--- config.mk ---
export PLATFORM = sky130hd
export DESIGN_NAME = imp_front
export DESIGN_NICKNAME = d
export VERILOG_FILES = /design/src/rtl/core/imp_pkg.sv /design/src/rtl/core/imp_front.sv
export SDC_FILE = /design/constraint.sdc
export NUM_CORES = 1
export LEC_CHECK = 0
export ABC_CLOCK_PERIOD_IN_PS = 8300
export BUFFER_PORTS_ARGS = -buffer_cell sky130_fd_sc_hd__buf_4
export CORE_MARGIN = 2
export CORE_UTILIZATION = 49
export CTS_CLUSTER_DIAMETER = 120
export DETAILED_ROUTE_END_ITERATION = 10
export PLACE_DENSITY_LB_ADDON = 0.3
export RECOVER_POWER = 50
export SLEW_MARGIN = 25
export SYNTH_ARGS = -nofsm -noshare
export SYNTH_HDL_FRONTEND = slang
export SYNTH_SLANG_ARGS = --single-unit
--- constraint.sdc ---
create_clock -name clk -period 8.3 [get_ports clk]
set_clock_uncertainty 0.05 [all_clocks]
set_input_delay 0.415 -clock clk [delete_from_list [all_inputs] [get_ports clk]]
set_output_delay 0.415 -clock clk [all_outputs]
set_load 0.02 [all_outputs]
--- src/rtl/core/imp_pkg.sv ---
`default_nettype none
package imp_pkg;

  // store geometry
  localparam int STORE_DEPTH = 4096;
  localparam int ADDR_W      = $clog2(STORE_DEPTH);
  localparam int COUNT_W     = $clog2(STORE_DEPTH + 1);

  // limits on the configured shape
  localparam int MAX_DIM     = 64;
  localparam int MAX_KERNEL  = 8;
  localparam int MAX_PLANES  = 2;

  localparam int VALUE_W     = 64;

  // configuration port
  localparam int CFG_INDEX_W = 3;
  localparam int CFG_DATA_W  = 7;

  localparam logic [CFG_INDEX_W-1:0] REG_IMAGE_HEIGHT  = 3'd0;
  localparam logic [CFG_INDEX_W-1:0] REG_IMAGE_WIDTH   = 3'd1;
  localparam logic [CFG_INDEX_W-1:0] REG_CHANNEL_COUNT = 3'd2;
  localparam logic [CFG_INDEX_W-1:0] REG_PLANE_COUNT   = 3'd3;
  localparam logic [CFG_INDEX_W-1:0] REG_KERNEL_ROWS   = 3'd4;
  localparam logic [CFG_INDEX_W-1:0] REG_KERNEL_COLS   = 3'd5;
  localparam logic [CFG_INDEX_W-1:0] REG_STRIDE_ROWS   = 3'd6;
  localparam logic [CFG_INDEX_W-1:0] REG_STRIDE_COLS   = 3'd7;

  // input opcodes
  localparam logic OP_LOAD = 1'b0;
  localparam logic OP_EMIT = 1'b1;

  // commands from the front to the back
  localparam logic [1:0] CMD_WRITE     = 2'd0;
  localparam logic [1:0] CMD_READ      = 2'd1;
  localparam logic [1:0] CMD_NOT_READY = 2'd2;

  typedef struct packed {
    logic [1:0]         kind;
    logic               last;
    logic [ADDR_W-1:0]  addr;
    logic [VALUE_W-1:0] data;
  } cmd_t;

  // command queue
  localparam int QUEUE_DEPTH = 2;
  localparam int QPTR_W      = (QUEUE_DEPTH > 1) ? $clog2(QUEUE_DEPTH) : 1;
  localparam int QCOUNT_W    = $clog2(QUEUE_DEPTH + 1);

endpackage
`default_nettype wire

--- src/rtl/core/imp_front.sv ---
`default_nettype none
module imp_front import imp_pkg::*; (
  input  wire logic                       clk,
  input  wire logic                       rst,
  input  wire logic                       cfg_valid,
  input  wire logic [CFG_INDEX_W-1:0]     cfg_index,
  input  wire logic [CFG_DATA_W-1:0]      cfg_data,
  input  wire logic                       in_valid,
  output logic                            in_ready,
  input  wire logic                       opcode,
  input  wire logic signed [VALUE_W-1:0]  element_value,
  input  wire logic                       q_full,
  output logic                            push,
  output cmd_t                            push_cmd
);

  // raw registers
  logic [6:0] reg_h, reg_w, reg_c;
  logic [1:0] reg_p;
  logic [3:0] reg_kr, reg_kc, reg_sr, reg_sc;

  // clamped shape
  logic [6:0] h_eff, w_eff, c_eff;
  logic [1:0] p_eff;
  logic [3:0] kr_cl, kc_cl, kr_eff, kc_eff, sr_eff, sc_eff;
  logic [7:0] cp;

  // derived sizes, two register stages
  logic [11:0]       kcp_full, col_step_full;
  logic [14:0]       row_pitch_full;
  logic [20:0]       total_full;
  logic [17:0]       row_step_full;
  logic [10:0]       kcp;
  logic [13:0]       row_pitch;
  logic [ADDR_W-1:0] col_step, row_step;
  logic [20:0]       total;
  logic [1:0]        settle;

  // walk state
  logic [COUNT_W-1:0] load_count;
  logic [10:0]        elem;
  logic [2:0]         tap_row;
  logic [5:0]         col_base, row_base;
  logic [ADDR_W-1:0]  addr, tap_addr, win_addr, rowwin_addr;

  logic accept, cfg_write, image_ready, can_load;
  logic elem_wrap, tap_wrap, col_wrap, row_wrap, last;
  logic [ADDR_W-1:0] tap_next, win_next, rowwin_next;

  assign cfg_write = cfg_valid;

  always_ff @(posedge clk) begin
    if (rst) begin
      reg_h  <= 7'd1;
      reg_w  <= 7'd1;
      reg_c  <= 7'd1;
      reg_p  <= 2'd1;
      reg_kr <= 4'd1;
      reg_kc <= 4'd1;
      reg_sr <= 4'd1;
      reg_sc <= 4'd1;
    end else if (cfg_write) begin
      unique case (cfg_index)
        REG_IMAGE_HEIGHT:  reg_h  <= cfg_data;
        REG_IMAGE_WIDTH:   reg_w  <= cfg_data;
        REG_CHANNEL_COUNT: reg_c  <= cfg_data;
        REG_PLANE_COUNT:   reg_p  <= cfg_data[1:0];
        REG_KERNEL_ROWS:   reg_kr <= cfg_data[3:0];
        REG_KERNEL_COLS:   reg_kc <= cfg_data[3:0];
        REG_STRIDE_ROWS:   reg_sr <= cfg_data[3:0];
        REG_STRIDE_COLS:   reg_sc <= cfg_data[3:0];
        default: ;
      endcase
    end
  end

  always_comb begin
    h_eff  = (reg_h == 7'd0) ? 7'd1 : ((reg_h > 7'(MAX_DIM)) ? 7'(MAX_DIM) : reg_h);
    w_eff  = (reg_w == 7'd0) ? 7'd1 : ((reg_w > 7'(MAX_DIM)) ? 7'(MAX_DIM) : reg_w);
    c_eff  = (reg_c == 7'd0) ? 7'd1 : ((reg_c > 7'(MAX_DIM)) ? 7'(MAX_DIM) : reg_c);
    p_eff  = (reg_p == 2'd0) ? 2'd1 : ((reg_p > 2'(MAX_PLANES)) ? 2'(MAX_PLANES) : reg_p);
    kr_cl  = (reg_kr == 4'd0) ? 4'd1 : ((reg_kr > 4'(MAX_KERNEL)) ? 4'(MAX_KERNEL) : reg_kr);
    kc_cl  = (reg_kc == 4'd0) ? 4'd1 : ((reg_kc > 4'(MAX_KERNEL)) ? 4'(MAX_KERNEL) : reg_kc);
    sr_eff = (reg_sr == 4'd0) ? 4'd1 : reg_sr;
    sc_eff = (reg_sc == 4'd0) ? 4'd1 : reg_sc;
    // kernel cut to the image
    kr_eff = ({3'b0, kr_cl} > h_eff) ? h_eff[3:0] : kr_cl;
    kc_eff = ({3'b0, kc_cl} > w_eff) ? w_eff[3:0] : kc_cl;
    // elements per pixel, planes are one or two
    cp     = (p_eff == 2'd2) ? {c_eff, 1'b0} : {1'b0, c_eff};
  end

  assign kcp_full       = {8'b0, kc_eff} * {4'b0, cp};
  assign row_pitch_full = {8'b0, w_eff} * {7'b0, cp};
  assign col_step_full  = {8'b0, sc_eff} * {4'b0, cp};
  assign total_full     = {14'b0, h_eff} * {7'b0, row_pitch};
  assign row_step_full  = {14'b0, sr_eff} * {4'b0, row_pitch};

  always_ff @(posedge clk) begin
    kcp       <= kcp_full[10:0];
    row_pitch <= row_pitch_full[13:0];
    col_step  <= ADDR_W'(col_step_full);
    total     <= total_full;
    row_step  <= ADDR_W'(row_step_full);
  end

  // hold off items until the derived sizes have caught up
  always_ff @(posedge clk) begin
    if (rst || cfg_write) begin
      settle <= 2'd2;
    end else if (settle != 2'd0) begin
      settle <= settle - 2'd1;
    end
  end

  assign in_ready = (settle == 2'd0) && !q_full;
  assign accept   = in_valid && in_ready;

  assign image_ready = (21'(load_count) == total) && (total <= 21'(STORE_DEPTH));
  assign can_load    = (21'(load_count) < total) && (load_count < COUNT_W'(STORE_DEPTH));

  assign elem_wrap = (elem + 11'd1) >= kcp;
  assign tap_wrap  = ({1'b0, tap_row} + 4'd1) >= kr_eff;
  assign col_wrap  = ({2'b0, col_base} + {4'b0, sc_eff} + {4'b0, kc_eff}) > {1'b0, w_eff};
  assign row_wrap  = ({2'b0, row_base} + {4'b0, sr_eff} + {4'b0, kr_eff}) > {1'b0, h_eff};
  assign last      = elem_wrap && tap_wrap && col_wrap && row_wrap;

  assign tap_next    = tap_addr + ADDR_W'(row_pitch);
  assign win_next    = win_addr + col_step;
  assign rowwin_next = rowwin_addr + row_step;

  always_comb begin
    push          = accept && ((opcode == OP_EMIT) || can_load);
    push_cmd.data = element_value;
    if (opcode == OP_LOAD) begin
      push_cmd.kind = CMD_WRITE;
      push_cmd.addr = load_count[ADDR_W-1:0];
      push_cmd.last = 1'b0;
    end else begin
      push_cmd.kind = image_ready ? CMD_READ : CMD_NOT_READY;
      push_cmd.addr = addr;
      push_cmd.last = image_ready && last;
    end
  end

  always_ff @(posedge clk) begin
    if (rst || cfg_write) begin
      load_count  <= '0;
      elem        <= '0;
      tap_row     <= '0;
      col_base    <= '0;
      row_base    <= '0;
      addr        <= '0;
      tap_addr    <= '0;
      win_addr    <= '0;
      rowwin_addr <= '0;
    end else if (accept) begin
      if (opcode == OP_LOAD) begin
        if (can_load) begin
          load_count <= load_count + COUNT_W'(1);
        end
      end else if (image_ready) begin
        priority if (!elem_wrap) begin
          elem <= elem + 11'd1;
          addr <= addr + ADDR_W'(1);
        end else if (!tap_wrap) begin
          elem     <= '0;
          tap_row  <= tap_row + 3'd1;
          tap_addr <= tap_next;
          addr     <= tap_next;
        end else if (!col_wrap) begin
          elem     <= '0;
          tap_row  <= '0;
          col_base <= col_base + {2'b0, sc_eff};
          win_addr <= win_next;
          tap_addr <= win_next;
          addr     <= win_next;
        end else if (!row_wrap) begin
          elem        <= '0;
          tap_row     <= '0;
          col_base    <= '0;
          row_base    <= row_base + {2'b0, sr_eff};
          rowwin_addr <= rowwin_next;
          win_addr    <= rowwin_next;
          tap_addr    <= rowwin_next;
          addr        <= rowwin_next;
        end else begin
          load_count  <= '0;
          elem        <= '0;
          tap_row     <= '0;
          col_base    <= '0;
          row_base    <= '0;
          addr        <= '0;
          tap_addr    <= '0;
          win_addr    <= '0;
          rowwin_addr <= '0;
        end
      end
    end
  end

  a_cfg_holds_input: assert property (@(posedge clk) disable iff (rst)
    cfg_valid |=> !in_ready)
    else $error("item accepted right after a register write");

  a_load_count_bound: assert property (@(posedge clk) disable iff (rst)
    load_count <= COUNT_W'(STORE_DEPTH))
    else $error("load count ran past the store");

endmodule
`default_nettype wire

==> summary.txt <==
GRT
  – Vias in the first global route: ~14000
  – First-pass GRT wire length: 72.9 mm
  – Total grt overflow: 0
  – Initial antenna violation count: 0
  – Global-route usage over all layers: 0.237
  – Largest net degree at the start of global routing: 56

Pwr
  – Tot Pwr: between 2 and 2.5 mW
  – Pint: roughly 1.5 mW
  – PwrDens: ~110 nW/um^2
  – Switching share of total power: 0.291
  – Sequential share of power: 0.459
  – Static Leak: 9.13 nW
  – VDD IR-drop max: 0.122 mV
  – Comb pwr share: 0.123
  – Sw power: 0.624 mW
  – Clock group share of total power: 0.418

STA
  – Min cycle time layout: 7680 ps
  – Final setup TNS: 0 ps
  – Slew at the pin closest to its max-slew limit: between 2000 and 3000 ps
  – Relative slew margins: -0.869
  – Pins Over Slew Limit: just under 100
  – Fmax: 130 MHz
  – Setup-failing EPs final: 0
  – Period utilization: 0.925
  – Final hold vios: 0
  – Worst hold slack: between 100 and 150 ps
  – RSZ-0062 raised after global routing: false

Critical path
  – Critical path startpoint: reg_h[6]
  – Critical Path RT: between 7000 and 8000 ps
  – Critical-path cell list: nor2b_1, inv_1, ha_1, nor2b_1, o21ai_0, nand2b_1, a21oi_1, nor4_1, mux2i_1, fa_1, inv_1, ha_1, fa_1, a21o_1, a21oi_1, xnor2_1, ha_1, nand3_1, a21oi_1, o21a_1, and3_4, and3_1, buf_4
  – CP Class: reg2out
  – Setup crit end kind: primary output
  – Critical path's slowest cell: nor2b_1
  – Crit-path max cell delay: ~940 ps
  – Max FO, Critical Path: 24
  – Critical R2R Launch: reg_h[6]
  – Flop2flop setup slack: 880 ps
  – Critical path data arrival time: 7210 ps
  – Startpoint Class: flop

Route
  – DRC errors left: 0
  – Routed Antenna Nets: 0
  – Drt total wl: 45.0 mm
  – Iteration-0 DRC Markers: 952
  – Router iterations before antenna repair: 6
  – Detailed-route vias per instance: 5.52
  – Vias: 14300
  – WL/cell: 17.3 um

Clocking
  – Setup Fix Bufs, Post-CTS: 0
  – Total CTS buffers: 17
  – Clock Sinks: 197
  – H-tree Lvls: 4
  – Clock root cell: clkbuf_16
  – Hold_buf cts: 0
  – Clock buffer depth: 2
  – Clk slew on worst S/H paths: 80 ps
  – PostCTS Resize Cnt: 0
  – TritonCTS clock tree: done
  – Clk_lat worst skew: 460 ps

Logic synthesis
  – Seq cells post-synth: 197
  – Synth warnings: 0
  – Top-count cell post-synth: nand2_1
  – Distinct cells, synth: 72
  – Synth cell count leaders: nand2_1, inv_1, ha_1
  – Syn Inst Count: 2185
  – Mapped Nets: 2622
  – Synth top area share: 0.215
  – Prevailing post-synth register cell: dfxtp_1
  – Largest area contributor in the netlist: dfxtp_1
  – Main area contributors after synthesis: dfxtp_1, fa_1, ha_1
  – Seq/Total Area, Yosys: 0.215
  – Post-Syn Area per Cell: 8.41 sq um
  – Post-Syn Area: between 15000 and 20000 sq um
  – Async set or reset register ratio after synthesis: 0
  – Number of synthesized flops with an enable pin: 0

Flow run
  – Max-Cap Viols: 2

Worst hold path
  – Hold Path Origin: cfg_data[0]
  – Worst Hold Class: in2reg

Placed design
  – DP HPWL: ~35 mm
  – Inst Count DP: 2563
  – PortBufs: 32
  – GPL Wtd Cong: 0.894

Floorplan
  – Core box area: between 30000 and 40000 sq um
  – Num rows: 70
  – Die X: between 150 and 200 um
  – Die ar.: 39100 sq um
  – Die H: 198 um
  – Starting Density: 0.500
  – Num ports: between 150 and 200

Run status
  – Failing checks: capacitance limit, slew limit
  – Outcome: finished with violations

Final layout
  – Fin cells: 2595
  – Post-layout util: 0.520
  – Antenna cells: 0
  – Area delta synth->final: 4.11%
  – FILL cells: roughly 3400
  – Number of nets in the layout: 2551
  – Layout cells sized above 1: 0.0451
[metal layers]
| metal | part of all wire | routed length [um] | vias up | GRT usage |
|---|---|---|---|---|
| met5 | 0 | 0 | - | 0 |
| met4 | 0.023 | 1030 | 0 | 0.0760 |
| met3 | 0.050 | 2240 | 70 | 0.0274 |
| met2 | 0.46 | 20500 | 407 | 0.389 |
| met1 | 0.47 | 21200 | 6875 | 0.325 |
| li1 | - | - | 6983 | - |
[flip-flops by register name (all words and copies together), names as in the netlist]
register	count
total	21
row_pitch	14
load_count	13
addr	12
col_step	12
row_step	12
rowwin_addr	12
tap_addr	12
win_addr	12
elem	11
kcp	11
reg_c	7
reg_h	7
reg_w	7
col_base	6
row_base	6
reg_kc	4
reg_kr	4
reg_sc	4
reg_sr	4
tap_row	3
settle	2
reg_p	1
[critical path: cells and delay by family (launching register included)]
family | cells | cell delay, ps
and+or+nand+nor | 7 | 2430
xor gates and xnor gates | 1 | 90
AOI/OAI and AO/OA | 6 | 1120
adders and majority gates | 5 | 1830
DFF | 1 | 590
muxes | 1 | 270
buffers and inverters | 3 | 400
[power groups by stage]
| stage | Combinational [mW] | Sequential (mW) | Clock [mW] |
|---|---|---|---|
| finish | 0.265 | 0.985 | 0.896 |
| global route | 0.290 | 0.987 | 0.948 |
| CTS | 0.264 | 0.985 | 0.915 |
| detailed placement | 0.262 | 1.01 | 0 |
| global placement | 0.257 | 1.01 | 0 |
| floorplan | 0.237 | 0.990 | 0 |
[kinds of logic after synthesis]
logic type	count (synthesis)	share of synthesized area
xor gates and xnor gates	125	0.0596
and+or+nand+nor	733	0.184
buffers and inverters	379	0.0911
adders and majority gates	358	0.302
DFF	197	0.215
muxes	60	0.0337
AOI/OAI and AO/OA	333	0.115
[cell usage in the layout (no fill, tap or decap), drive strengths merged, types with 55 or more instances in the layout]
cell,synthesis,routed
dfxtp,197,197
inv,235,244
and2,58,58
nand2,286,286
o21ai,55,55
nor2,181,181
xnor2,90,90
fa,143,143
a21oi,134,134
ha,214,214
[cell type report]
type | count | area [sq um] | area share
Inverter | 236 | 886 | 0.0463
Clock inverter | 15 | 205 | 0.0107
Clock buffer | 17 | 425 | 0.0222
Tap cell | 468 | 586 | 0.0306
Timing Repair Buffer | 53 | 319 | 0.0167
Sequential cell | 197 | 3940 | 0.206
Multi-Input combinational cell | 1609 | 12800 | 0.667
[through the flow]
stage	setup slack [ps]	cell area, sq um
after global routing	122	19100
after floorplan	2130	18400
after global placement	1260	18600
after CTS	619	19200
after detailed placement	986	18600
final	624	19100
[worst paths after layout]
kind                     to  cells after the start
min reg2reg     tap_addr[8]                      2
max reg2reg  load_count[11]                     25
max            push_cmd[76]                     23
min               reg_kr[0]                      2
No activity file was read; power rests on OpenSTA's default activity.
