`src/rtl/core/imp_pkg.sv`:
```
`default_nettype none
package imp_pkg;

  // store geometry
  localparam int STORE_DEPTH = 4096;
  localparam int ADDR_W      = $clog2(STORE_DEPTH);
  localparam int COUNT_W     = $clog2(STORE_DEPTH + 1);

  // limits on the configured shape
  localparam int MAX_DIM     = 64;
  localparam int MAX_KERNEL  = 8;
  localparam int MAX_PLANES  = 2;

  localparam int VALUE_W     = 64;

  // configuration port
  localparam int CFG_INDEX_W = 3;
  localparam int CFG_DATA_W  = 7;

  localparam logic [CFG_INDEX_W-1:0] REG_IMAGE_HEIGHT  = 3'd0;
  localparam logic [CFG_INDEX_W-1:0] REG_IMAGE_WIDTH   = 3'd1;
  localparam logic [CFG_INDEX_W-1:0] REG_CHANNEL_COUNT = 3'd2;
  localparam logic [CFG_INDEX_W-1:0] REG_PLANE_COUNT   = 3'd3;
  localparam logic [CFG_INDEX_W-1:0] REG_KERNEL_ROWS   = 3'd4;
  localparam logic [CFG_INDEX_W-1:0] REG_KERNEL_COLS   = 3'd5;
  localparam logic [CFG_INDEX_W-1:0] REG_STRIDE_ROWS   = 3'd6;
  localparam logic [CFG_INDEX_W-1:0] REG_STRIDE_COLS   = 3'd7;

  // input opcodes
  localparam logic OP_LOAD = 1'b0;
  localparam logic OP_EMIT = 1'b1;

  // commands from the front to the back
  localparam logic [1:0] CMD_WRITE     = 2'd0;
  localparam logic [1:0] CMD_READ      = 2'd1;
  localparam logic [1:0] CMD_NOT_READY = 2'd2;

  typedef struct packed {
    logic [1:0]         kind;
    logic               last;
    logic [ADDR_W-1:0]  addr;
    logic [VALUE_W-1:0] data;
  } cmd_t;

  // command queue
  localparam int QUEUE_DEPTH = 2;
  localparam int QPTR_W      = (QUEUE_DEPTH > 1) ? $clog2(QUEUE_DEPTH) : 1;
  localparam int QCOUNT_W    = $clog2(QUEUE_DEPTH + 1);

endpackage
`default_nettype wire

```
`src/rtl/core/imp_queue.sv`:
```
`default_nettype none
module imp_queue import imp_pkg::*; (
  input  wire logic clk,
  input  wire logic rst,
  input  wire logic push,
  input  wire cmd_t push_cmd,
  output logic      full,
  input  wire logic pop,
  output logic      head_valid,
  output cmd_t      head_cmd
);

  cmd_t                entries [QUEUE_DEPTH];
  logic [QPTR_W-1:0]   wr_ptr, rd_ptr;
  logic [QCOUNT_W-1:0] count;

  assign full       = count == QCOUNT_W'(QUEUE_DEPTH);
  assign head_valid = count != '0;
  assign head_cmd   = entries[rd_ptr];

  always_ff @(posedge clk) begin
    if (push) begin
      entries[wr_ptr] <= push_cmd;
    end
  end

  always_ff @(posedge clk) begin
    if (rst) begin
      wr_ptr <= '0;
      rd_ptr <= '0;
      count  <= '0;
    end else begin
      if (push) begin
        wr_ptr <= (wr_ptr == QPTR_W'(QUEUE_DEPTH - 1)) ? '0 : wr_ptr + QPTR_W'(1);
      end
      if (pop) begin
        rd_ptr <= (rd_ptr == QPTR_W'(QUEUE_DEPTH - 1)) ? '0 : rd_ptr + QPTR_W'(1);
      end
      if (push && !pop) begin
        count <= count + QCOUNT_W'(1);
      end else if (pop && !push) begin
        count <= count - QCOUNT_W'(1);
      end
    end
  end

  a_no_overflow: assert property (@(posedge clk) disable iff (rst)
    !(push && full) && !(pop && !head_valid))
    else $error("command queue overflow or underflow");

endmodule
`default_nettype wire

```
`config.mk`:
```
export PLATFORM = sky130hd
export DESIGN_NAME = imp_queue
export DESIGN_NICKNAME = d
export VERILOG_FILES = /design/src/rtl/core/imp_pkg.sv /design/src/rtl/core/imp_queue.sv
export SDC_FILE = /design/constraint.sdc
export NUM_CORES = 1
export LEC_CHECK = 0
export BUFFER_PORTS_ARGS = -buffer_cell sky130_fd_sc_hd__buf_4
export CORE_MARGIN = 2
export CORE_UTILIZATION = 30
export CTS_CLUSTER_SIZE = 12
export DETAILED_ROUTE_END_ITERATION = 12
export GPL_TIMING_DRIVEN = 0
export PLACE_DENSITY = 0.58
export SLEW_MARGIN = 5
export SYNTH_ARGS = -nofsm -noshare
export SYNTH_HDL_FRONTEND = slang
export SYNTH_SLANG_ARGS = --single-unit
```
`constraint.sdc`:
```
create_clock -name clk -period 5.5 [get_ports clk]
set_input_delay 0.825 -clock clk [delete_from_list [all_inputs] [get_ports clk]]
set_output_delay 0.825 -clock clk [all_outputs]
set_load 0.005 [all_outputs]
```
==> metrics, run 1 <==
max-capacitance violation count 0; Final Hold Fails 0; die area 21000 um2; Clock Sinks 163; clock-pin transition on the worst setup and hold timing paths 0.06 ns; post-synthesis sequential area ratio approximately four fifths; CTS Hold Bufs 0; Post-synth top flop edfxtp_1; ANT cells 0; pin count of the biggest net entering global routing 46; Critical Path End Type output pin; gr usage total 11.1%; PD cells ~360 nW/um2; period utilization 45.7%; met2 routed WL around 6 mm; Post-Syn Instances 268; Post-synth top cells edfxtp_1 (158), mux2_2 (69), mux2_4 (10); CTS Buf Count 17; vias per cell 4.12; via count 3015; Die H around 140 um; post-synthesis register bit count around 160; sequential fraction of design power 50.0%; met3 wire length about 810 um; CTS tree yes; status complete, no violations; Final Power 2.93 mW; ys async rst share 0%; TritonRoute pass-1 iters 4; Pleak between 3 and 4 nW; syn nets 352; RSZ-0062 raised after global routing false; DR iter-0 viols around 110; layout net count approximately 540; startpoint types flip-flop; YS warnings 0; clock share of power about two fifths; Max Fclk 398 MHz; CP max stage delay 0.32 ns; first-pass GRT wire length 17.0 mm; Cell variety after synth 17; Ports 164; clk buf depth 2; Die W 145 um; cell taking the most area after synthesis edfxtp_1; Area Overhead vs Synth 37.1%; Post-DP HPWL 7.89 mm; Skew-Pair Late Insertion Delay 0.41 ns; average size of a mapped cell ~22 um2; Worst-Margin Slew 0.548 ns; top routing layer used met4; number of setup buffers added after CTS 0; Worst path slowest cell dfxtp_1; Port Buf Inserts 163; Slew Limit Fails 0; final worst path period need roughly 2.5 ns; setup_tns 0 ns; # H-tree levels 4; R2R depth 2; Required @ worst endpoint 4.68 ns; mapped cell area 5940 um2; leading cell type by number of instances after synthesis edfxtp_1; ANT nets after route 0; Max FO, Critical Path 10; CP dominant cell by count buf_6; IR drop worst, VDD roughly 200 uV; Initial Utilization 30.5%; routability cong. 0.656; clock skew 0.00793 ns; final wirelength 11.6 mm; initial antenna violation count 0; DRC viols 0; crit path DAT 1.69 ns; vias in the first global route 3250; Hold Path Stages 2; Post-CTS Resized 0; Post-Route M1 WL approximately 4.7 mm; max_slew headroom a little under two thirds; Pint between 2 and 2.5 mW; CTS root buf clkbuf_16; share of layout cells above drive strength 1 around 61%; HP Class flip-flop to flip-flop; crit path cell chain buf_6, buf_6, buf_6, mux2_4, buf_4; Comb power frac 11.8%; row count just over 50; WL/cell 15.8 um; top-area cell type share of the netlist area 79.8%; setup violators final 0; crit path kind flip-flop to output pin; EDFF count, synth between 150 and 200; Net Sw Frac 20.9%; ranking of synthesized cells by area edfxtp_1 (80%), mux2_2 (13%), mux2_4 (2.5%); GRT Residual Overflow 0; switching power a little over 600 uW; core area 19500 um2
[through the flow]
stage / instances / instance area, um2 / setup WS, ns / utilization, % / hold slack [ns]
floorplan: 268 / 5940 / 0.694 / - / 0.456
global placement: 696 / 7500 / -1.63 / 38.5 / 0.484
detailed placement: 700 / 7600 / 3.34 / 39.0 / 0.503
CTS: 731 / 8150 / 2.92 / 41.9 / 0.513
global route: 731 / 8150 / 2.89 / 41.9 / 0.545
finish: 731 / 8150 / 2.99 / 41.9 / 0.509
[cell usage in the layout, fill, tap and decap left out, types with 3 or more instances in the layout]
cell	Yosys	final
clkbuf_1	0	5
edfxtp_1	158	158
clkinvlp_4	0	4
buf_12	0	3
buf_4	0	163
clkbuf_16	0	17
mux2_2	69	69
mux2_4	10	10
nor2_1	4	4
buf_2	6	6
buf_6	3	3
dfxtp_1	5	5
[layer usage]
metal	vias up	global-route usage, %
li1	1427	-
met1	1484	12.3
met2	98	18.9
met3	6	4.80
met4	0	4.14
met5	-	0
[cells by family (layout without fill, tap and decap cells)]
group,count (synthesis),after routing,share of synthesized area [%]
multiplexers,79,79,15.6
adder cells (fa/ha/maj),1,1,0.210
buffers and inverters,10,208,1.14
flip-flops,163,163,81.5
AND/OR/NAND/NOR,9,9,0.779
AO/OA/AOI/OAI,2,2,0.168
XOR/XNOR,4,4,0.590
[sequential cells by signal, summed over array words and instances, names as in the netlist, named ones only]
| name | flops |
|---|---|
| count | 2 |
| entries | 158 |
| rd_ptr | 1 |
| wr_ptr | 1 |
[final cells by class]
type / count / area [um2]
fill: 1775 / 11300
sequential: 163 / 4840
timing repair buffer: 167 / 1310
multi-input combinational: 95 / 1040
clock buffer: 22 / 444
tap: 265 / 332
clock inverter: 9 / 108
buffer: 9 / 63.8
inverter: 1 / 3.75
[power groups by stage]
stage | logic [mW] | registers (mW) | clock network [mW]
after floorplan | 0.151 | 1.49 | 0
after global placement | 0.336 | 1.50 | 0
after detailed placement | 0.354 | 1.49 | 0
after CTS | 0.356 | 1.47 | 1.16
after global routing | 0.376 | 1.47 | 1.21
final | 0.345 | 1.47 | 1.12
[critical path, delay by kind of cell, from the launching register on]
family | cells | cell delay, ns
buffers and inverters | 4 | 0.63
DFF | 1 | 0.32
muxes | 1 | 0.32
[path summary, 6_finish.rpt]
path         startpoint              to  slack (ns)
max           flip-flop    head_cmd[48]        2.99
min            count[1]        count[1]        0.51
max reg2reg      wr_ptr  entries[1][49]        3.90
min reg2reg    count[1]        count[1]        0.51
No activity file was read; power rests on OpenSTA's default activity.
==> inputs of run 2 (changes only) <==
==> constraint.sdc (replaced) <==
create_clock -name clk -period 2.6 [get_ports clk]
set_input_delay 0.39 -clock clk [delete_from_list [all_inputs] [get_ports clk]]
set_output_delay 0.39 -clock clk [all_outputs]
set_load 0.005 [all_outputs]
==> metrics, run 2 (synthesis results as in run 1) <==
max_slew headroom 40.8%; # H-tree levels 4; R2R depth 2; number of setup buffers added after CTS 0; gr usage total a little over a tenth; Die H 145 um; most frequent cells in the layout buf_4 (163), edfxtp_1 (158), mux2_2 (69); clock skew 0.00731 ns; Post-DP HPWL 7.62 mm; first-pass GRT wire length approximately 16 mm; Initial Utilization 30.5%; core area 19500 um2; status complete, no violations; WL/cell ~15 um; Die W about 140 um; TritonRoute pass-1 iters 4; final worst path period need 2.06 ns; Port Buf Inserts about 160; pre-CTS WS 0.668 ns; Final Instance Count excl. Fillers 731; Pleak between 3 and 4 nW; Clock Sinks roughly 160; CTS tree yes; DR iter-0 viols 121; RSZ-0062 raised after global routing false; Critical Path End Type output pin; CP max stage delay 0.32 ns; most common cell after layout, fill and taps aside buf_4; row count 51; die area approximately 21000 um2; Worst Path Buf+Inv 4; register name with the most flops entries; clk buf depth 2; share of layout cells above drive strength 1 approximately three fifths; Slew Limit Fails 0; routability cong. 0.657; initial antenna violation count 0; CP Depth 5; Area Overhead vs Synth 37.8%; IR drop worst, VDD 406 uV; startpoint types flip-flop; Final Hold Fails 0; crit path DAT about 1.7 ns; Largest regs entries x158, count x2; Skew-Pair Late Insertion Delay around 0.4 ns; period utilization 79.1%; Post-CTS Resized 0; Crit path max-delay family buffers and inverters; setup violators final 0; Max FO, Critical Path 10; Final Power 6.42 mW; CTS Hold Bufs 0; crit path kind flip-flop to output pin; CP dominant cell by count buf_6; CTS Buf Count 17; final setup margin 0.542 ns; ANT nets after route 0; crit path cell chain buf_6, buf_6, buf_6, mux2_4, buf_4; clock-pin transition on the worst setup and hold timing paths around 0.060 ns; Required @ worst endpoint around 2.2 ns; HP Class primary input to flip-flop; DRC viols 0; ANT cells 0; CTS root buf clkbuf_16; Hold Path Stages 1; vias per cell 4.15; Largest register FFs 158; max-capacitance violation count 0; Ports 164; PD cells 783 nW/um2; Worst-Margin Slew 0.887 ns; GRT Residual Overflow 0; vias in the first global route 3191; Max Fclk 486 MHz; layout net count 537; final wirelength 11.3 mm; via count 3030; Placed Cells 699; Worst path slowest cell dfxtp_1; pin count of the biggest net entering global routing 45
-- run 2: changes by cell type in the layout (fill, tap and decap cells not counted) --
cell        before  now
clkbuf_1         5    1
buf_12           3    2
clkinv_1         1    4
bufinv_16        2    4
clkinvlp_4       4    3
clkinv_4         0    1
inv_6            1    2
clkinv_2         1    0
-- run 2: per-stage QoR --
step	area, um2	hold slack [ns]	util, %	TNS, ns
final	8190	0.158	42.1	0
after global routing	8190	0.132	42.1	0
after CTS	8190	0.132	42.1	0
after detailed placement	7580	0.487	38.9	0
after global placement	7510	0.484	38.6	-15.80
after floorplan	5950	0.456	-	0
-- run 2: routing by layer --
metal | up-vias | GRT usage, % | wire, um
li1 | 1423 | - | -
met1 | 1504 | 12.0 | 4710
met2 | 98 | 18.0 | 5660
met3 | 5 | 4.64 | 798
met4 | 0 | 3.68 | 91
met5 | - | 0 | 0
-- run 2: cell type report --
class	instances	area, um2
buffer	9	63.8
inverter	1	3.75
clock buffer	18	429
multi-input combinational	95	1040
tap	265	332
timing repair buffer	166	1290
sequential	163	4840
clock inverter	14	184
fill	1739	11300
-- run 2: power breakdown --
group,total (mW),internal (mW),leakage (nW),switching (mW)
logic,0.722,0.427,1.25,0.295
registers,3.10,3.06,1.52,0.0363
clock network,2.60,1.60,0.287,0.993
total,6.42,5.09,3.06,1.32
-- run 2: worst paths after layout --
path / end / startpoint / slack [ns]
setup / recovery: head_cmd[49] / flip-flop / 0.54
hold reg to reg: count[1] / count[1] / 0.50
setup reg to reg: entries[0][55] / wr_ptr / 0.91
hold / removal: entries[0][0] / push_cmd[0] / 0.16
==> inputs of run 3 (changes only) <==
==> constraint.sdc (replaced) <==
create_clock -name clk -period 2 [get_ports clk]
set_input_delay 0.3 -clock clk [delete_from_list [all_inputs] [get_ports clk]]
set_output_delay 0.3 -clock clk [all_outputs]
set_load 0.005 [all_outputs]
==> metrics, run 3 (synthesis results as in run 1) <==
ANT nets after route 0; HP Start push_cmd[0]; register name with the most flops entries; row count 51; CTS root buf clkbuf_16; Final Power 8.35 mW; final wirelength 11.3 mm; CTS tree yes; most common cell after layout, fill and taps aside buf_4; FF-to-FF setup slack 0.31 ns; Initial Utilization between 30% and 40%; Clock Sinks 163; core area 19500 um2; startpoint types flip-flop; clk buf depth 2; Ports about 160; final core utilization 42.1%; CTS Buf Count 17; gr usage total 10.6%; Hold Path Stages 1; Max FO, Critical Path 10; Critical Path End Type output pin; Max Fclk 527 MHz; period utilization 94.9%; pre-CTS WS about 0.16 ns; Fin Hold WS between 0.06 and 0.07 ns; Reg-to-Reg Start wr_ptr; # H-tree levels 4; final setup margin slightly above 0.1 ns; Pleak 3.06 nW; die area 21000 um2; crit path DAT roughly 1.6 ns; PD cells roughly 1000 nW/um2; cell area after layout 8200 um2; via count 3022; Largest regs entries x158, count x2; max_slew headroom 40.8%; Worst-Margin Slew ~0.89 ns; Die W 145 um; TritonRoute pass-1 iters 4; IR drop worst, VDD 528 uV; vias per cell a little over 4; max-capacitance violation count 0; Post-DP HPWL 7.62 mm; DR iter-0 viols 110; setup_tns 0 ns; setup violators final 0; Placement Cell Area ~7600 um2; R2R depth 2; HP Class primary input to flip-flop; Final Hold Fails 0; DRC viols 0; first-pass GRT wire length 16.4 mm; most frequent cells in the layout buf_4 (167), edfxtp_1 (158), mux2_2 (69); Slew Limit Fails 0; clock skew ~0.0068 ns; crit path kind flip-flop to output pin; Skew-Pair Late Insertion Delay 0.41 ns; routability cong. 0.657; pin count of the biggest net entering global routing 45; CTS Hold Bufs 0; WL/cell 15.5 um; status complete, no violations; Placed Cells around 700; Largest register FFs roughly 160; ANT cells 0; RSZ-0062 raised after global routing false; vias in the first global route around 3200; final worst path period need 1.90 ns; Min-Delay Endpoint entries[0][0]; Port Buf Inserts 163; Crit Reg-Reg Endpoint entries[0][55]; Final Instance Count excl. Fillers 730; Required @ worst endpoint 1.70 ns; share of layout cells above drive strength 1 between 60 and 70%; layout net count 536; GRT Residual Overflow 0; Die H roughly 140 um; initial antenna violation count 0; Area Overhead vs Synth 37.9%; clock-pin transition on the worst setup and hold timing paths roughly 0.060 ns; Fillers 1740
==> run 3: cell types whose count changed in the layout (fill, tap and decap cells not counted), sizes merged <==
cell,change
buf,-3
clkbuf,+2
==> run 3: cell type report <==
class                      count  area [um2]  area share [%]
clock buffer                  18         429            5.24
timing repair buffer         166        1290            15.8
buffer                         8        71.3           0.870
tap                          265         332            4.05
sequential                   163        4840            59.1
inverter                       1        3.75          0.0458
multi-input combinational     95        1040            12.7
clock inverter                14         184            2.24
==> run 3: worst max-delay path, cell delays in order, from the launching register on <==
cell and delay (ns):
dfxtp_1 0.32, buf_6 0.14, clkbuf_4 0.23, mux2_2 0.36, buf_4 0.14
==> run 3: worst max-delay path by stage <==
| stage | to | slack (ns) |
|---|---|---|
| after floorplan | entries[0][0] | 0.06 |
| after global placement | entries[0][67] | -0.72 |
| after detailed placement | entries[0][71] | 0.16 |
| after CTS | head_cmd[40] | -0.005 |
| after global routing | head_cmd[40] | 0.006 |
| final | head_cmd[40] | 0.10 |
==> run 3: what timing repair did <==
| action | CTS | global route |
|---|---|---|
| endpoints found under the hold margin | 0 | 0 |
| setup buffers | 0 | 0 |
| endpoints found under the setup margin | 34 | 39 |
| gates resized for setup | 3 | 5 |
==> run 3: metal layers <==
metal	global-route usage (%)	wire (um)	vias up
met3	4.64	798	5
li1	-	-	1421
met4	3.68	95	0
met2	17.9	5660	95
met5	0	0	-
met1	12.1	4720	1501
==> run 3: power by group <==
group          internal [mW]  switching (mW)  leakage [nW]
Sequential              3.98          0.0472          1.52
Clock                   2.08            1.29         0.287
Combinational          0.559           0.384          1.25
